$ cat src/hw/rtl/acbc_pkg.sv
`timescale 1ns / 1ps

package acbc_pkg;

    localparam int BLOCK_BYTES = 16;
    localparam int BLOCK_BITS  = 8 * BLOCK_BYTES;
    localparam int ROUNDS      = 10;
    localparam int QUEUE_DEPTH = 2;

    typedef enum logic [2:0] {
        REG_KEY_UPPER    = 3'd0,
        REG_KEY_LOWER    = 3'd1,
        REG_IV_UPPER     = 3'd2,
        REG_IV_LOWER     = 3'd3,
        REG_DECRYPT_MODE = 3'd4,
        REG_PAD_ENABLE   = 3'd5
    } reg_idx_t;

    typedef struct packed {
        logic [BLOCK_BITS-1:0] data;
        logic                  last;
        logic                  first;
        logic                  decrypt;
    } cmd_t;

    typedef struct packed {
        logic [BLOCK_BITS-1:0] key;
        logic [BLOCK_BITS-1:0] iv;
        logic                  key_wr;
    } core_cfg_t;

    localparam logic [7:0] SBOX [256] = '{
        8'h63,8'h7c,8'h77,8'h7b,8'hf2,8'h6b,8'h6f,8'hc5,8'h30,8'h01,8'h67,8'h2b,8'hfe,8'hd7,8'hab,8'h76,
        8'hca,8'h82,8'hc9,8'h7d,8'hfa,8'h59,8'h47,8'hf0,8'had,8'hd4,8'ha2,8'haf,8'h9c,8'ha4,8'h72,8'hc0,
        8'hb7,8'hfd,8'h93,8'h26,8'h36,8'h3f,8'hf7,8'hcc,8'h34,8'ha5,8'he5,8'hf1,8'h71,8'hd8,8'h31,8'h15,
        8'h04,8'hc7,8'h23,8'hc3,8'h18,8'h96,8'h05,8'h9a,8'h07,8'h12,8'h80,8'he2,8'heb,8'h27,8'hb2,8'h75,
        8'h09,8'h83,8'h2c,8'h1a,8'h1b,8'h6e,8'h5a,8'ha0,8'h52,8'h3b,8'hd6,8'hb3,8'h29,8'he3,8'h2f,8'h84,
        8'h53,8'hd1,8'h00,8'hed,8'h20,8'hfc,8'hb1,8'h5b,8'h6a,8'hcb,8'hbe,8'h39,8'h4a,8'h4c,8'h58,8'hcf,
        8'hd0,8'hef,8'haa,8'hfb,8'h43,8'h4d,8'h33,8'h85,8'h45,8'hf9,8'h02,8'h7f,8'h50,8'h3c,8'h9f,8'ha8,
        8'h51,8'ha3,8'h40,8'h8f,8'h92,8'h9d,8'h38,8'hf5,8'hbc,8'hb6,8'hda,8'h21,8'h10,8'hff,8'hf3,8'hd2,
        8'hcd,8'h0c,8'h13,8'hec,8'h5f,8'h97,8'h44,8'h17,8'hc4,8'ha7,8'h7e,8'h3d,8'h64,8'h5d,8'h19,8'h73,
        8'h60,8'h81,8'h4f,8'hdc,8'h22,8'h2a,8'h90,8'h88,8'h46,8'hee,8'hb8,8'h14,8'hde,8'h5e,8'h0b,8'hdb,
        8'he0,8'h32,8'h3a,8'h0a,8'h49,8'h06,8'h24,8'h5c,8'hc2,8'hd3,8'hac,8'h62,8'h91,8'h95,8'he4,8'h79,
        8'he7,8'hc8,8'h37,8'h6d,8'h8d,8'hd5,8'h4e,8'ha9,8'h6c,8'h56,8'hf4,8'hea,8'h65,8'h7a,8'hae,8'h08,
        8'hba,8'h78,8'h25,8'h2e,8'h1c,8'ha6,8'hb4,8'hc6,8'he8,8'hdd,8'h74,8'h1f,8'h4b,8'hbd,8'h8b,8'h8a,
        8'h70,8'h3e,8'hb5,8'h66,8'h48,8'h03,8'hf6,8'h0e,8'h61,8'h35,8'h57,8'hb9,8'h86,8'hc1,8'h1d,8'h9e,
        8'he1,8'hf8,8'h98,8'h11,8'h69,8'hd9,8'h8e,8'h94,8'h9b,8'h1e,8'h87,8'he9,8'hce,8'h55,8'h28,8'hdf,
        8'h8c,8'ha1,8'h89,8'h0d,8'hbf,8'he6,8'h42,8'h68,8'h41,8'h99,8'h2d,8'h0f,8'hb0,8'h54,8'hbb,8'h16
    };

    localparam logic [7:0] INV_SBOX [256] = '{
        8'h52,8'h09,8'h6a,8'hd5,8'h30,8'h36,8'ha5,8'h38,8'hbf,8'h40,8'ha3,8'h9e,8'h81,8'hf3,8'hd7,8'hfb,
        8'h7c,8'he3,8'h39,8'h82,8'h9b,8'h2f,8'hff,8'h87,8'h34,8'h8e,8'h43,8'h44,8'hc4,8'hde,8'he9,8'hcb,
        8'h54,8'h7b,8'h94,8'h32,8'ha6,8'hc2,8'h23,8'h3d,8'hee,8'h4c,8'h95,8'h0b,8'h42,8'hfa,8'hc3,8'h4e,
        8'h08,8'h2e,8'ha1,8'h66,8'h28,8'hd9,8'h24,8'hb2,8'h76,8'h5b,8'ha2,8'h49,8'h6d,8'h8b,8'hd1,8'h25,
        8'h72,8'hf8,8'hf6,8'h64,8'h86,8'h68,8'h98,8'h16,8'hd4,8'ha4,8'h5c,8'hcc,8'h5d,8'h65,8'hb6,8'h92,
        8'h6c,8'h70,8'h48,8'h50,8'hfd,8'hed,8'hb9,8'hda,8'h5e,8'h15,8'h46,8'h57,8'ha7,8'h8d,8'h9d,8'h84,
        8'h90,8'hd8,8'hab,8'h00,8'h8c,8'hbc,8'hd3,8'h0a,8'hf7,8'he4,8'h58,8'h05,8'hb8,8'hb3,8'h45,8'h06,
        8'hd0,8'h2c,8'h1e,8'h8f,8'hca,8'h3f,8'h0f,8'h02,8'hc1,8'haf,8'hbd,8'h03,8'h01,8'h13,8'h8a,8'h6b,
        8'h3a,8'h91,8'h11,8'h41,8'h4f,8'h67,8'hdc,8'hea,8'h97,8'hf2,8'hcf,8'hce,8'hf0,8'hb4,8'he6,8'h73,
        8'h96,8'hac,8'h74,8'h22,8'he7,8'had,8'h35,8'h85,8'he2,8'hf9,8'h37,8'he8,8'h1c,8'h75,8'hdf,8'h6e,
        8'h47,8'hf1,8'h1a,8'h71,8'h1d,8'h29,8'hc5,8'h89,8'h6f,8'hb7,8'h62,8'h0e,8'haa,8'h18,8'hbe,8'h1b,
        8'hfc,8'h56,8'h3e,8'h4b,8'hc6,8'hd2,8'h79,8'h20,8'h9a,8'hdb,8'hc0,8'hfe,8'h78,8'hcd,8'h5a,8'hf4,
        8'h1f,8'hdd,8'ha8,8'h33,8'h88,8'h07,8'hc7,8'h31,8'hb1,8'h12,8'h10,8'h59,8'h27,8'h80,8'hec,8'h5f,
        8'h60,8'h51,8'h7f,8'ha9,8'h19,8'hb5,8'h4a,8'h0d,8'h2d,8'he5,8'h7a,8'h9f,8'h93,8'hc9,8'h9c,8'hef,
        8'ha0,8'he0,8'h3b,8'h4d,8'hae,8'h2a,8'hf5,8'hb0,8'hc8,8'heb,8'hbb,8'h3c,8'h83,8'h53,8'h99,8'h61,
        8'h17,8'h2b,8'h04,8'h7e,8'hba,8'h77,8'hd6,8'h26,8'he1,8'h69,8'h14,8'h63,8'h55,8'h21,8'h0c,8'h7d
    };

    function automatic logic [7:0] xtime(input logic [7:0] a);
        return {a[6:0], 1'b0} ^ (a[7] ? 8'h1b : 8'h00);
    endfunction

    function automatic logic [BLOCK_BITS-1:0] sub_shift(input logic [BLOCK_BITS-1:0] s);
        logic [BLOCK_BITS-1:0] t;
        int src;
        for (int i = 0; i < BLOCK_BYTES; i++)
        begin
            src = (i & 3) + 4 * (((i >> 2) + (i & 3)) & 3);
            t[BLOCK_BITS-1-8*i -: 8] = SBOX[s[BLOCK_BITS-1-8*src -: 8]];
        end
        return t;
    endfunction

    function automatic logic [BLOCK_BITS-1:0] inv_shift_sub(input logic [BLOCK_BITS-1:0] s);
        logic [BLOCK_BITS-1:0] t;
        int dst;
        for (int i = 0; i < BLOCK_BYTES; i++)
        begin
            dst = (i & 3) + 4 * (((i >> 2) + (i & 3)) & 3);
            t[BLOCK_BITS-1-8*dst -: 8] = INV_SBOX[s[BLOCK_BITS-1-8*i -: 8]];
        end
        return t;
    endfunction

    function automatic logic [BLOCK_BITS-1:0] mix(input logic [BLOCK_BITS-1:0] s);
        logic [BLOCK_BITS-1:0] t;
        logic [7:0] a0, a1, a2, a3;
        for (int c = 0; c < 4; c++)
        begin
            a0 = s[BLOCK_BITS-1-32*c -: 8];
            a1 = s[BLOCK_BITS-9-32*c -: 8];
            a2 = s[BLOCK_BITS-17-32*c -: 8];
            a3 = s[BLOCK_BITS-25-32*c -: 8];
            t[BLOCK_BITS-1-32*c -: 8]  = xtime(a0) ^ xtime(a1) ^ a1 ^ a2 ^ a3;
            t[BLOCK_BITS-9-32*c -: 8]  = a0 ^ xtime(a1) ^ xtime(a2) ^ a2 ^ a3;
            t[BLOCK_BITS-17-32*c -: 8] = a0 ^ a1 ^ xtime(a2) ^ xtime(a3) ^ a3;
            t[BLOCK_BITS-25-32*c -: 8] = xtime(a0) ^ a0 ^ a1 ^ a2 ^ xtime(a3);
        end
        return t;
    endfunction

    function automatic logic [31:0] mul_terms(input logic [7:0] a);
        logic [7:0] x2, x4, x8;
        x2 = xtime(a);
        x4 = xtime(x2);
        x8 = xtime(x4);
        // 14, 11, 13, 9
        return {x8 ^ x4 ^ x2, x8 ^ x2 ^ a, x8 ^ x4 ^ a, x8 ^ a};
    endfunction

    function automatic logic [BLOCK_BITS-1:0] inv_mix(input logic [BLOCK_BITS-1:0] s);
        logic [BLOCK_BITS-1:0] t;
        logic [31:0] m0, m1, m2, m3;
        for (int c = 0; c < 4; c++)
        begin
            m0 = mul_terms(s[BLOCK_BITS-1-32*c -: 8]);
            m1 = mul_terms(s[BLOCK_BITS-9-32*c -: 8]);
            m2 = mul_terms(s[BLOCK_BITS-17-32*c -: 8]);
            m3 = mul_terms(s[BLOCK_BITS-25-32*c -: 8]);
            t[BLOCK_BITS-1-32*c -: 8]  = m0[31:24] ^ m1[23:16] ^ m2[15:8] ^ m3[7:0];
            t[BLOCK_BITS-9-32*c -: 8]  = m0[7:0] ^ m1[31:24] ^ m2[23:16] ^ m3[15:8];
            t[BLOCK_BITS-17-32*c -: 8] = m0[15:8] ^ m1[7:0] ^ m2[31:24] ^ m3[23:16];
            t[BLOCK_BITS-25-32*c -: 8] = m0[23:16] ^ m1[15:8] ^ m2[7:0] ^ m3[31:24];
        end
        return t;
    endfunction

    function automatic logic [BLOCK_BITS-1:0] enc_round(input logic [BLOCK_BITS-1:0] s,
                                                        input logic [BLOCK_BITS-1:0] k,
                                                        input logic                  last);
        logic [BLOCK_BITS-1:0] t;
        t = sub_shift(s);
        if (!last)
        begin
            t = mix(t);
        end
        return t ^ k;
    endfunction

    function automatic logic [BLOCK_BITS-1:0] dec_round(input logic [BLOCK_BITS-1:0] s,
                                                        input logic [BLOCK_BITS-1:0] k,
                                                        input logic                  last);
        logic [BLOCK_BITS-1:0] t;
        t = inv_shift_sub(s) ^ k;
        if (!last)
        begin
            t = inv_mix(t);
        end
        return t;
    endfunction

    function automatic logic [BLOCK_BITS-1:0] key_step(input logic [BLOCK_BITS-1:0] w,
                                                       input logic [7:0]            rc);
        logic [31:0] t, w0, w1, w2, w3;
        t  = {SBOX[w[23:16]] ^ rc, SBOX[w[15:8]], SBOX[w[7:0]], SBOX[w[31:24]]};
        w0 = w[127:96] ^ t;
        w1 = w[95:64] ^ w0;
        w2 = w[63:32] ^ w1;
        w3 = w[31:0] ^ w2;
        return {w0, w1, w2, w3};
    endfunction

endpackage

$ cat src/hw/rtl/acbc_queue.sv
`timescale 1ns / 1ps

module acbc_queue #(
    parameter int DEPTH = acbc_pkg::QUEUE_DEPTH
) (
    input  logic           clk,
    input  logic           rst_n,
    input  logic           push,
    input  acbc_pkg::cmd_t push_data,
    output logic           full,
    input  logic           pop,
    output acbc_pkg::cmd_t pop_data,
    output logic           empty
);
    import acbc_pkg::*;

    localparam int PtrW = (DEPTH > 1) ? $clog2(DEPTH) : 1;
    localparam int CntW = $clog2(DEPTH + 1);

    cmd_t            mem [DEPTH];
    logic [PtrW-1:0] wr_ptr_reg, wr_ptr_next;
    logic [PtrW-1:0] rd_ptr_reg, rd_ptr_next;
    logic [CntW-1:0] count_reg, count_next;
    logic            do_push, do_pop;

    assign full     = (count_reg == CntW'(DEPTH));
    assign empty    = (count_reg == '0);
    assign do_push  = push && !full;
    assign do_pop   = pop && !empty;
    assign pop_data = mem[rd_ptr_reg];

    always_comb
    begin
        wr_ptr_next = wr_ptr_reg;
        rd_ptr_next = rd_ptr_reg;
        count_next  = count_reg;
        if (do_push)
        begin
            wr_ptr_next = (wr_ptr_reg == PtrW'(DEPTH - 1)) ? '0 : wr_ptr_reg + 1'b1;
        end
        if (do_pop)
        begin
            rd_ptr_next = (rd_ptr_reg == PtrW'(DEPTH - 1)) ? '0 : rd_ptr_reg + 1'b1;
        end
        if (do_push && !do_pop)
        begin
            count_next = count_reg + 1'b1;
        end
        else if (do_pop && !do_push)
        begin
            count_next = count_reg - 1'b1;
        end
    end

    always_ff @(posedge clk)
    begin
        if (do_push)
        begin
            mem[wr_ptr_reg] <= push_data;
        end
    end

    always_ff @(posedge clk or negedge rst_n)
    begin
        if (!rst_n)
        begin
            wr_ptr_reg <= '0;
            rd_ptr_reg <= '0;
            count_reg  <= '0;
        end
        else
        begin
            wr_ptr_reg <= wr_ptr_next;
            rd_ptr_reg <= rd_ptr_next;
            count_reg  <= count_next;
        end
    end

endmodule

$ cat config.mk
export PLATFORM = sky130hd
export DESIGN_NAME = acbc_queue
export DESIGN_NICKNAME = d
export VERILOG_FILES = /design/src/hw/rtl/acbc_pkg.sv /design/src/hw/rtl/acbc_queue.sv
export SDC_FILE = /design/constraint.sdc
export NUM_CORES = 1
export LEC_CHECK = 0
export BUFFER_PORTS_ARGS = -buffer_cell sky130_fd_sc_hd__buf_4
export CORE_ASPECT_RATIO = 1.4
export CORE_UTILIZATION = 50
export DETAILED_ROUTE_END_ITERATION = 10
export PLACE_DENSITY = 0.74
export SLEW_MARGIN = 20
export SYNTH_ARGS = -nofsm -noshare
export SYNTH_HDL_FRONTEND = slang
export SYNTH_SLANG_ARGS = --single-unit
$ cat constraint.sdc
create_clock -name clk -period 19.54 [get_ports clk]
set_input_delay 3.908 -clock clk [delete_from_list [all_inputs] [get_ports clk]]
set_output_delay 3.908 -clock clk [all_outputs]
set_load 0.1 [all_outputs]
After elaboration in Yosys (flattened, before gate mapping)
Memory sizes are Yosys's and may differ from the RTL's.
Cells that the tools add are included.

storage, ports and cells
  flip-flop bits (word level) = 4
  memory bits (writable) = 262
  bits of input ports = 135
  output and inout bits = 133
  logic and storage cells = 25
  memories kept = 1

operators by class
  add/sub/neg operators = 4
  eq/ne operators = 1
  muxes and demuxes = 6
  reductions and logical operators = 10

memory list
  name  depth  width  rd ports  clocked after memory_dff  write ports  line              text
  mem   2      131    1         0                         1            acbc_queue.sv:20  cmd_t mem [DEPTH];

operators with widths
  kind                                               count
  logical AND 1 bit                                  4
  logical NOT 1 bit                                  4
  two-way mux 1 bit                                  4
  two-way mux 2 bit                                  2
  adder 1 bit (second input constant)                2
  adder 2 x 1 -> 2 bit (second input constant)       1
  == test 2 bit (second input constant)              1
  logical NOT 2 bit                                  1
  nonzero test 2 bit                                 1
  subtractor 2 x 1 -> 2 bit (second input constant)  1

Depth between registers and ports, before layout
Gate-level depths: netlist of run 1.

  depth in word-level cells = 7
  depth in mapped cells = 7
  depth with buffers taken out = 7

Worst setup path after synthesis of run 1
No wires, ideal clock.

  kind = in2reg
  start = input port push
  end = memory mem[0][0] (netlist bit) (enable)
  library setup time = 623 ps
  arrival = 9439 ps
  required time = 18917 ps
  setup slack = 9478 ps
  cell stages on the path = 2
  path buffers = 0
  cell sequence = nand2_1 nor2_1

between the ends
  word-level cells in the longest chain between the ends = 3

ends and longest elaborated chain
  what                                     line              text
  start: declaration                       acbc_queue.sv:8   input logic push,
  logical AND 1 bit                        acbc_queue.sv:28  assign do_push = push && !full;
  two-way mux 1 bit                        acbc_queue.sv:57  if (do_push)
  two-way mux 1 bit (not written as such)  acbc_queue.sv:59  mem[wr_ptr_reg] <= push_data;
  end: declaration                         acbc_queue.sv:20

Every way passes these cells.

==> impl_metrics.env, run 1 <==
export IMPL_numCtsBuffers=24
export IMPL_clock_skew_ns=0.0117
export IMPL_antenna_found_initial=0
export IMPL_route_top_layer_used="met4"
export IMPL_cts_resized_gates=0
export IMPL_path_class="reg -> out"
export IMPL_max_cap_violations=0
export IMPL_yosysTopAreaCellShare_pct=78.8
export IMPL_drtPass1Iterations=4
export IMPL_multi_input_area_um2=1880
export IMPL_fp_row_count=60
export IMPL_critPathMaxFanout=71
export IMPL_htreeDepth=1
export IMPL_largest_reg_flops=262
export IMPL_nFillCells=1290
export IMPL_r2r_start="count_reg[0]$_DFFE_PN0P_"
export IMPL_synth_seq_cells=266
export IMPL_place_ws_ns=12.77
export IMPL_syn_inst=427
export IMPL_tritoncts="built"
export IMPL_synthArstFlopShare_pct=1.50
export IMPL_hold_viol=0
export IMPL_place_gp_congestion=0.725
export IMPL_drive_above_1_share_pct=60.2
export IMPL_synth_ff_type="edfxtp_1"
export IMPL_clock_latency_ns=0.51
export IMPL_synth_seq_area_share_pct=79.8
export IMPL_worst_pin_slew_ns=1.11
export IMPL_wl_met3_mm=1.78
export IMPL_syn_nets=563
export IMPL_endpoint_kind="primary output"
export IMPL_grt_total_usage_pct=17.1
export IMPL_worstHoldStart="count_reg[1]$_DFFE_PN0P_"
export IMPL_hold_buffers=0
export IMPL_n_antenna_cell=0
export IMPL_synth_largest_area_cell="edfxtp_1"
export IMPL_post_cts_buffers=0
export IMPL_finalWirelength_mm=18.0
export IMPL_nets=846
export IMPL_initial_core_util_pct=51.5
export IMPL_drv_slew=0
export IMPL_hold_class="reg -> reg"
export IMPL_grt_pass1_wl_mm=26.6
export IMPL_timing_fmax_mhz=138
export IMPL_synth_avg_cell_area_um2=23.4
export IMPL_dp_hpwl_mm=12.0
export IMPL_post_route_period_util_pct=37.1
export IMPL_vias=4856
export IMPL_min_period_ns=7.25
export IMPL_rsz0062_at_grt="no"
export IMPL_die_w_um=121
export IMPL_critPathArrivalTime_ns=3.35
export IMPL_startpoint_type="register"
export IMPL_grt_overflow=0
export IMPL_cts_buffer_depth=3
export IMPL_synth_cell_types=16
export IMPL_grt_pass1_vias=5129
export IMPL_drtIter0Drc=260
export IMPL_required_ns=15.63
export IMPL_outcome="finished, final reports clean"
export IMPL_via_per_inst=4.99
export IMPL_crit_start="rd_ptr_reg$_DFFE_PN0P_"
export IMPL_clkTransAtPathRegs_ns=0.06
export IMPL_core_area_um2=19400
export IMPL_relSlewSlack_pct=26.1
export IMPL_synth_edf_count=262
export IMPL_finalSetupViolations=0
export IMPL_setup_tns_final_ns=0
export IMPL_synth_area_top_cells="edfxtp_1, mux2_4, mux2_2"
export IMPL_wl_met1_mm=6.30
export IMPL_drc_errors=0
export IMPL_yosysWarnings=0
export IMPL_grt_start_max_net_pins=82
export IMPL_die_area_um2=20500
export IMPL_cts_root_buf="clkbuf_16"
export IMPL_whs_ns=0.559
export IMPL_wl_per_cell_um=18.5
export IMPL_ios=268
export IMPL_clock_sinks=266
export IMPL_syn_area_um2=9980
export IMPL_io_buffers=267
export IMPL_syn_to_final_growth_pct=29.5
export IMPL_register_area_um2=7970
export IMPL_antenna_left=0
export IMPL_die_h_um=169
export IMPL_worst_slack_ns=12.29
export IMPL_wl_met2_mm=9.56
==> critical path: stages (launching register included) <==
cell     delay (ns)
dfrtp_4        1.12
buf_4          0.97
mux2_2         0.43
buf_4          0.23
==> path summary, 6_finish.rpt <==
path	to	slack (ns)	cells past startpoint
worst max-delay path	pop_data[126]	12.29	3
worst min-delay path	count_reg[1]$_DFFE_PN0P_	0.56	1
worst max register to register	mem[1][67]$_DFFE_PP_	16.85	3
worst min register to register	count_reg[1]$_DFFE_PN0P_	0.56	1
max in group asynchronous	rd_ptr_reg$_DFFE_PN0P_	16.23	1
min in group asynchronous	count_reg[0]$_DFFE_PN0P_	3.19	1
==> cell usage in the layout (no fill, tap or decap) <==
| cell type | count |
|---|---|
| buf_16 | 1 |
| clkbuf_1 | 4 |
| edfxtp_1 | 262 |
| clkinv_2 | 5 |
| mux2_4 | 80 |
| o21ai_0 | 1 |
| inv_1 | 2 |
| nor2_1 | 2 |
| clkinv_1 | 7 |
| and3_4 | 1 |
| clkbuf_16 | 25 |
| clkinvlp_4 | 1 |
| xnor2_1 | 3 |
| nand2b_1 | 1 |
| xor2_1 | 2 |
| dfrtp_4 | 1 |
| ha_1 | 1 |
| dfrtp_1 | 3 |
| buf_4 | 271 |
| nor2_4 | 1 |
| mux2_2 | 51 |
| nand2_1 | 1 |
==> cells in the mapped netlist (2+ instances only) <==
cell type / number
inv_1: 2
xnor2_1: 3
buf_6: 9
xor2_1: 2
edfxtp_1: 262
dfrtp_1: 4
buf_2: 5
nor2_1: 3
mux2_2: 51
mux2_4: 80
==> area by class of cell <==
| class | count | share of cell area, % |
|---|---|---|
| flip-flops and latches | 266 | 61.7 |
| repair buffers | 272 | 16.0 |
| multi-input cells | 144 | 14.5 |
| clock buffers | 29 | 4.96 |
| well taps | 248 | 2.40 |
| clock inverters | 13 | 0.455 |
| inverters | 2 | 0.0581 |
==> per-layer routing <==
layer  up-vias  GRT usage [%]
met1      2377           18.9
met3        24           5.98
met5         -              0
met2       199           30.7
li1       2256              -
met4         0           4.83
==> cells by family (layout without fill, tap and decap cells) <==
family                   after synthesis  in the layout  synth area share (%)
flip-flops                           266            266                  79.8
multiplexers                         131            131                  17.8
buffers and inverters                 17            316                  1.49
AND/OR/NAND/NOR                        6              6                 0.276
XOR/XNOR                               5              5                 0.439
adder cells (fa/ha/maj)                1              1                 0.125
AO/OA/AOI/OAI                          1              1                0.0501
==> per-stage QoR <==
stage | cell area (µm²) | utilization (%) | cells
finish | 12900 | 66.7 | 974
global route | 12900 | 66.7 | 974
floorplan | 9980 | - | 427
CTS | 12900 | 66.6 | 973
detailed placement | 12200 | 63.0 | 931
global placement | 12200 | 63.0 | 931
Power of run 1 is not shown: default switching activity piles up to over one toggle a cycle in this logic, so the estimate is an artifact.
==> run 2, diff against run 1 <==
Settings changed: CORE_UTILIZATION 50 to 47, PLACE_DENSITY 0.74 to 0.73.
Clock period 19.54 ns to 6.04 ns, I/O delays scaled along.
==> run 2 against run 1 <==
  * The run now ends with design-rule violations left
  * Register-to-register slack worse by 13 ns
  * Worst setup slack worse by 10 ns
  * Die area is 6.3% higher
  * Core utilization is 3.6 points lower
  * Sequential share of layout area is 0.50 points lower
  * Clock skew is 0.0022 ns lower
  * Global-route usage is 0.059 points higher
  * Sequential cell count stayed put
  * Non-clock buffer count is 1 lower
  * Count of clock-buffer cells in the layout is 1 higher
  * Highest routed layer is now met5
==> impl_metrics.env, run 2 (same netlist as run 1, synthesis figures left out) <==
export IMPL_min_period_ns=3.94
export IMPL_critPathArrivalTime_ns=2.73
export IMPL_fp_row_count=62
export IMPL_worst_pin_slew_ns=1.04
export IMPL_drv_slew=0
export IMPL_grt_pass1_wl_mm=28.9
export IMPL_hold_buffers=0
export IMPL_path_class="reg -> out"
export IMPL_htreeDepth=1
export IMPL_clock_sinks=266
export IMPL_finalSetupViolations=0
export IMPL_numCtsBuffers=25
export IMPL_drive_above_1_share_pct=60.6
export IMPL_final_cell_mix="buf_4, edfxtp_1, mux2_4, mux2_2, clkbuf_16"
export IMPL_dp_hpwl_mm=12.4
export IMPL_required_ns=4.83
export IMPL_layout_commonest_cell="buf_4"
export IMPL_route_top_layer_used="met5"
export IMPL_cts_resized_gates=0
export IMPL_max_cap_violations=0
export IMPL_grt_start_max_net_pins=132
export IMPL_reg2reg_depth=3
export IMPL_clock_skew_ns=0.00944
export IMPL_violations="design-rule violations"
export IMPL_antenna_left=0
export IMPL_grt_pass1_vias=5501
export IMPL_hold_class="in -> async"
export IMPL_die_area_um2=21800
export IMPL_timing_fmax_mhz=254
export IMPL_largest_reg_flops=262
export IMPL_cts_root_buf="clkbuf_16"
export IMPL_wl_met1_mm=6.42
export IMPL_hold_viol=0
export IMPL_drtIter0Drc=309
export IMPL_io_buffers=267
export IMPL_grt_overflow=0
export IMPL_post_route_period_util_pct=65.3
export IMPL_clock_latency_ns=0.50
export IMPL_wl_per_cell_um=18.9
export IMPL_startpoint_type="register"
export IMPL_grt_total_usage_pct=17.2
export IMPL_vias=4915
export IMPL_wl_met3_mm=1.53
export IMPL_endpoint_kind="primary output"
export IMPL_finalWirelength_mm=18.6
export IMPL_antenna_found_initial=2
export IMPL_place_gp_congestion=0.738
export IMPL_critPathMaxFanout=77
export IMPL_tritoncts="built"
export IMPL_via_per_inst=4.99
export IMPL_wl_met2_mm=10.0
export IMPL_relSlewSlack_pct=30.7
export IMPL_die_h_um=174
export IMPL_clkTransAtPathRegs_ns=0.06
export IMPL_drc_errors=28
export IMPL_rsz0062_at_grt="no"
export IMPL_ios=268
export IMPL_initial_core_util_pct=48.4
export IMPL_nets=846
export IMPL_outcome="finished with violations"
export IMPL_drtPass1Iterations=7
export IMPL_syn_to_final_growth_pct=30.6
export IMPL_setup_tns_final_ns=0
export IMPL_post_cts_buffers=0
export IMPL_cts_buffer_depth=3
export IMPL_die_w_um=125
export IMPL_core_area_um2=20600
[run 2: per-stage QoR]
| step | hold WS [ns] | util (%) | instance area [µm²] | std cells | setup WS (ns) |
|---|---|---|---|---|---|
| floorplan | 0.479 | - | 9980 | 427 | 0.889 |
| global placement | 0.501 | 59.3 | 12200 | 939 | 2.57 |
| detailed placement | 0.511 | 59.3 | 12200 | 939 | 2.53 |
| CTS | 0.464 | 63.1 | 13000 | 984 | 1.98 |
| global route | 0.460 | 63.2 | 13000 | 985 | 1.93 |
| finish | 0.487 | 63.2 | 13000 | 985 | 2.10 |
[run 2: layout make-up]
class,count,area (µm²)
Antenna cell,1,2.50
Clock buffer,30,644
Clock inverter,15,150
Fill cell,1482,7600
Inverter,2,7.51
Multi-Input combinational cell,144,1880
Sequential cell,266,7970
Tap cell,256,320
Timing Repair Buffer,271,2060
[run 2: critical path, stage by stage, from the launching register on]
cell	delay, ns
dfrtp_4	1.03
buf_12	0.49
mux2_2	0.40
buf_4	0.23
[run 2: worst paths after layout]
check	start	endpoint	slack, ns
min reg2reg	count_reg[1]$_DFFE_PN0P_	count_reg[1]$_DFFE_PN0P_	0.53
min in group clk	count_reg[1]$_DFFE_PN0P_	count_reg[1]$_DFFE_PN0P_	0.53
min	rst_n	rd_ptr_reg$_DFFE_PN0P_	0.49
max in group asynchronous	rst_n	rd_ptr_reg$_DFFE_PN0P_	5.44
max reg2reg	count_reg[0]$_DFFE_PN0P_	mem[1][91]$_DFFE_PP_	3.83
max	rd_ptr_reg$_DFFE_PN0P_	pop_data[111]	2.10
[run 2: per-layer routing]
layer | track usage, % | vias up
met1 | 18.6 | 2405
met3 | 4.86 | 44
met2 | 31.1 | 211
li1 | - | 2253
met5 | 0 | -
met4 | 7.52 | 2
Power of run 2 is left out for the same reason.
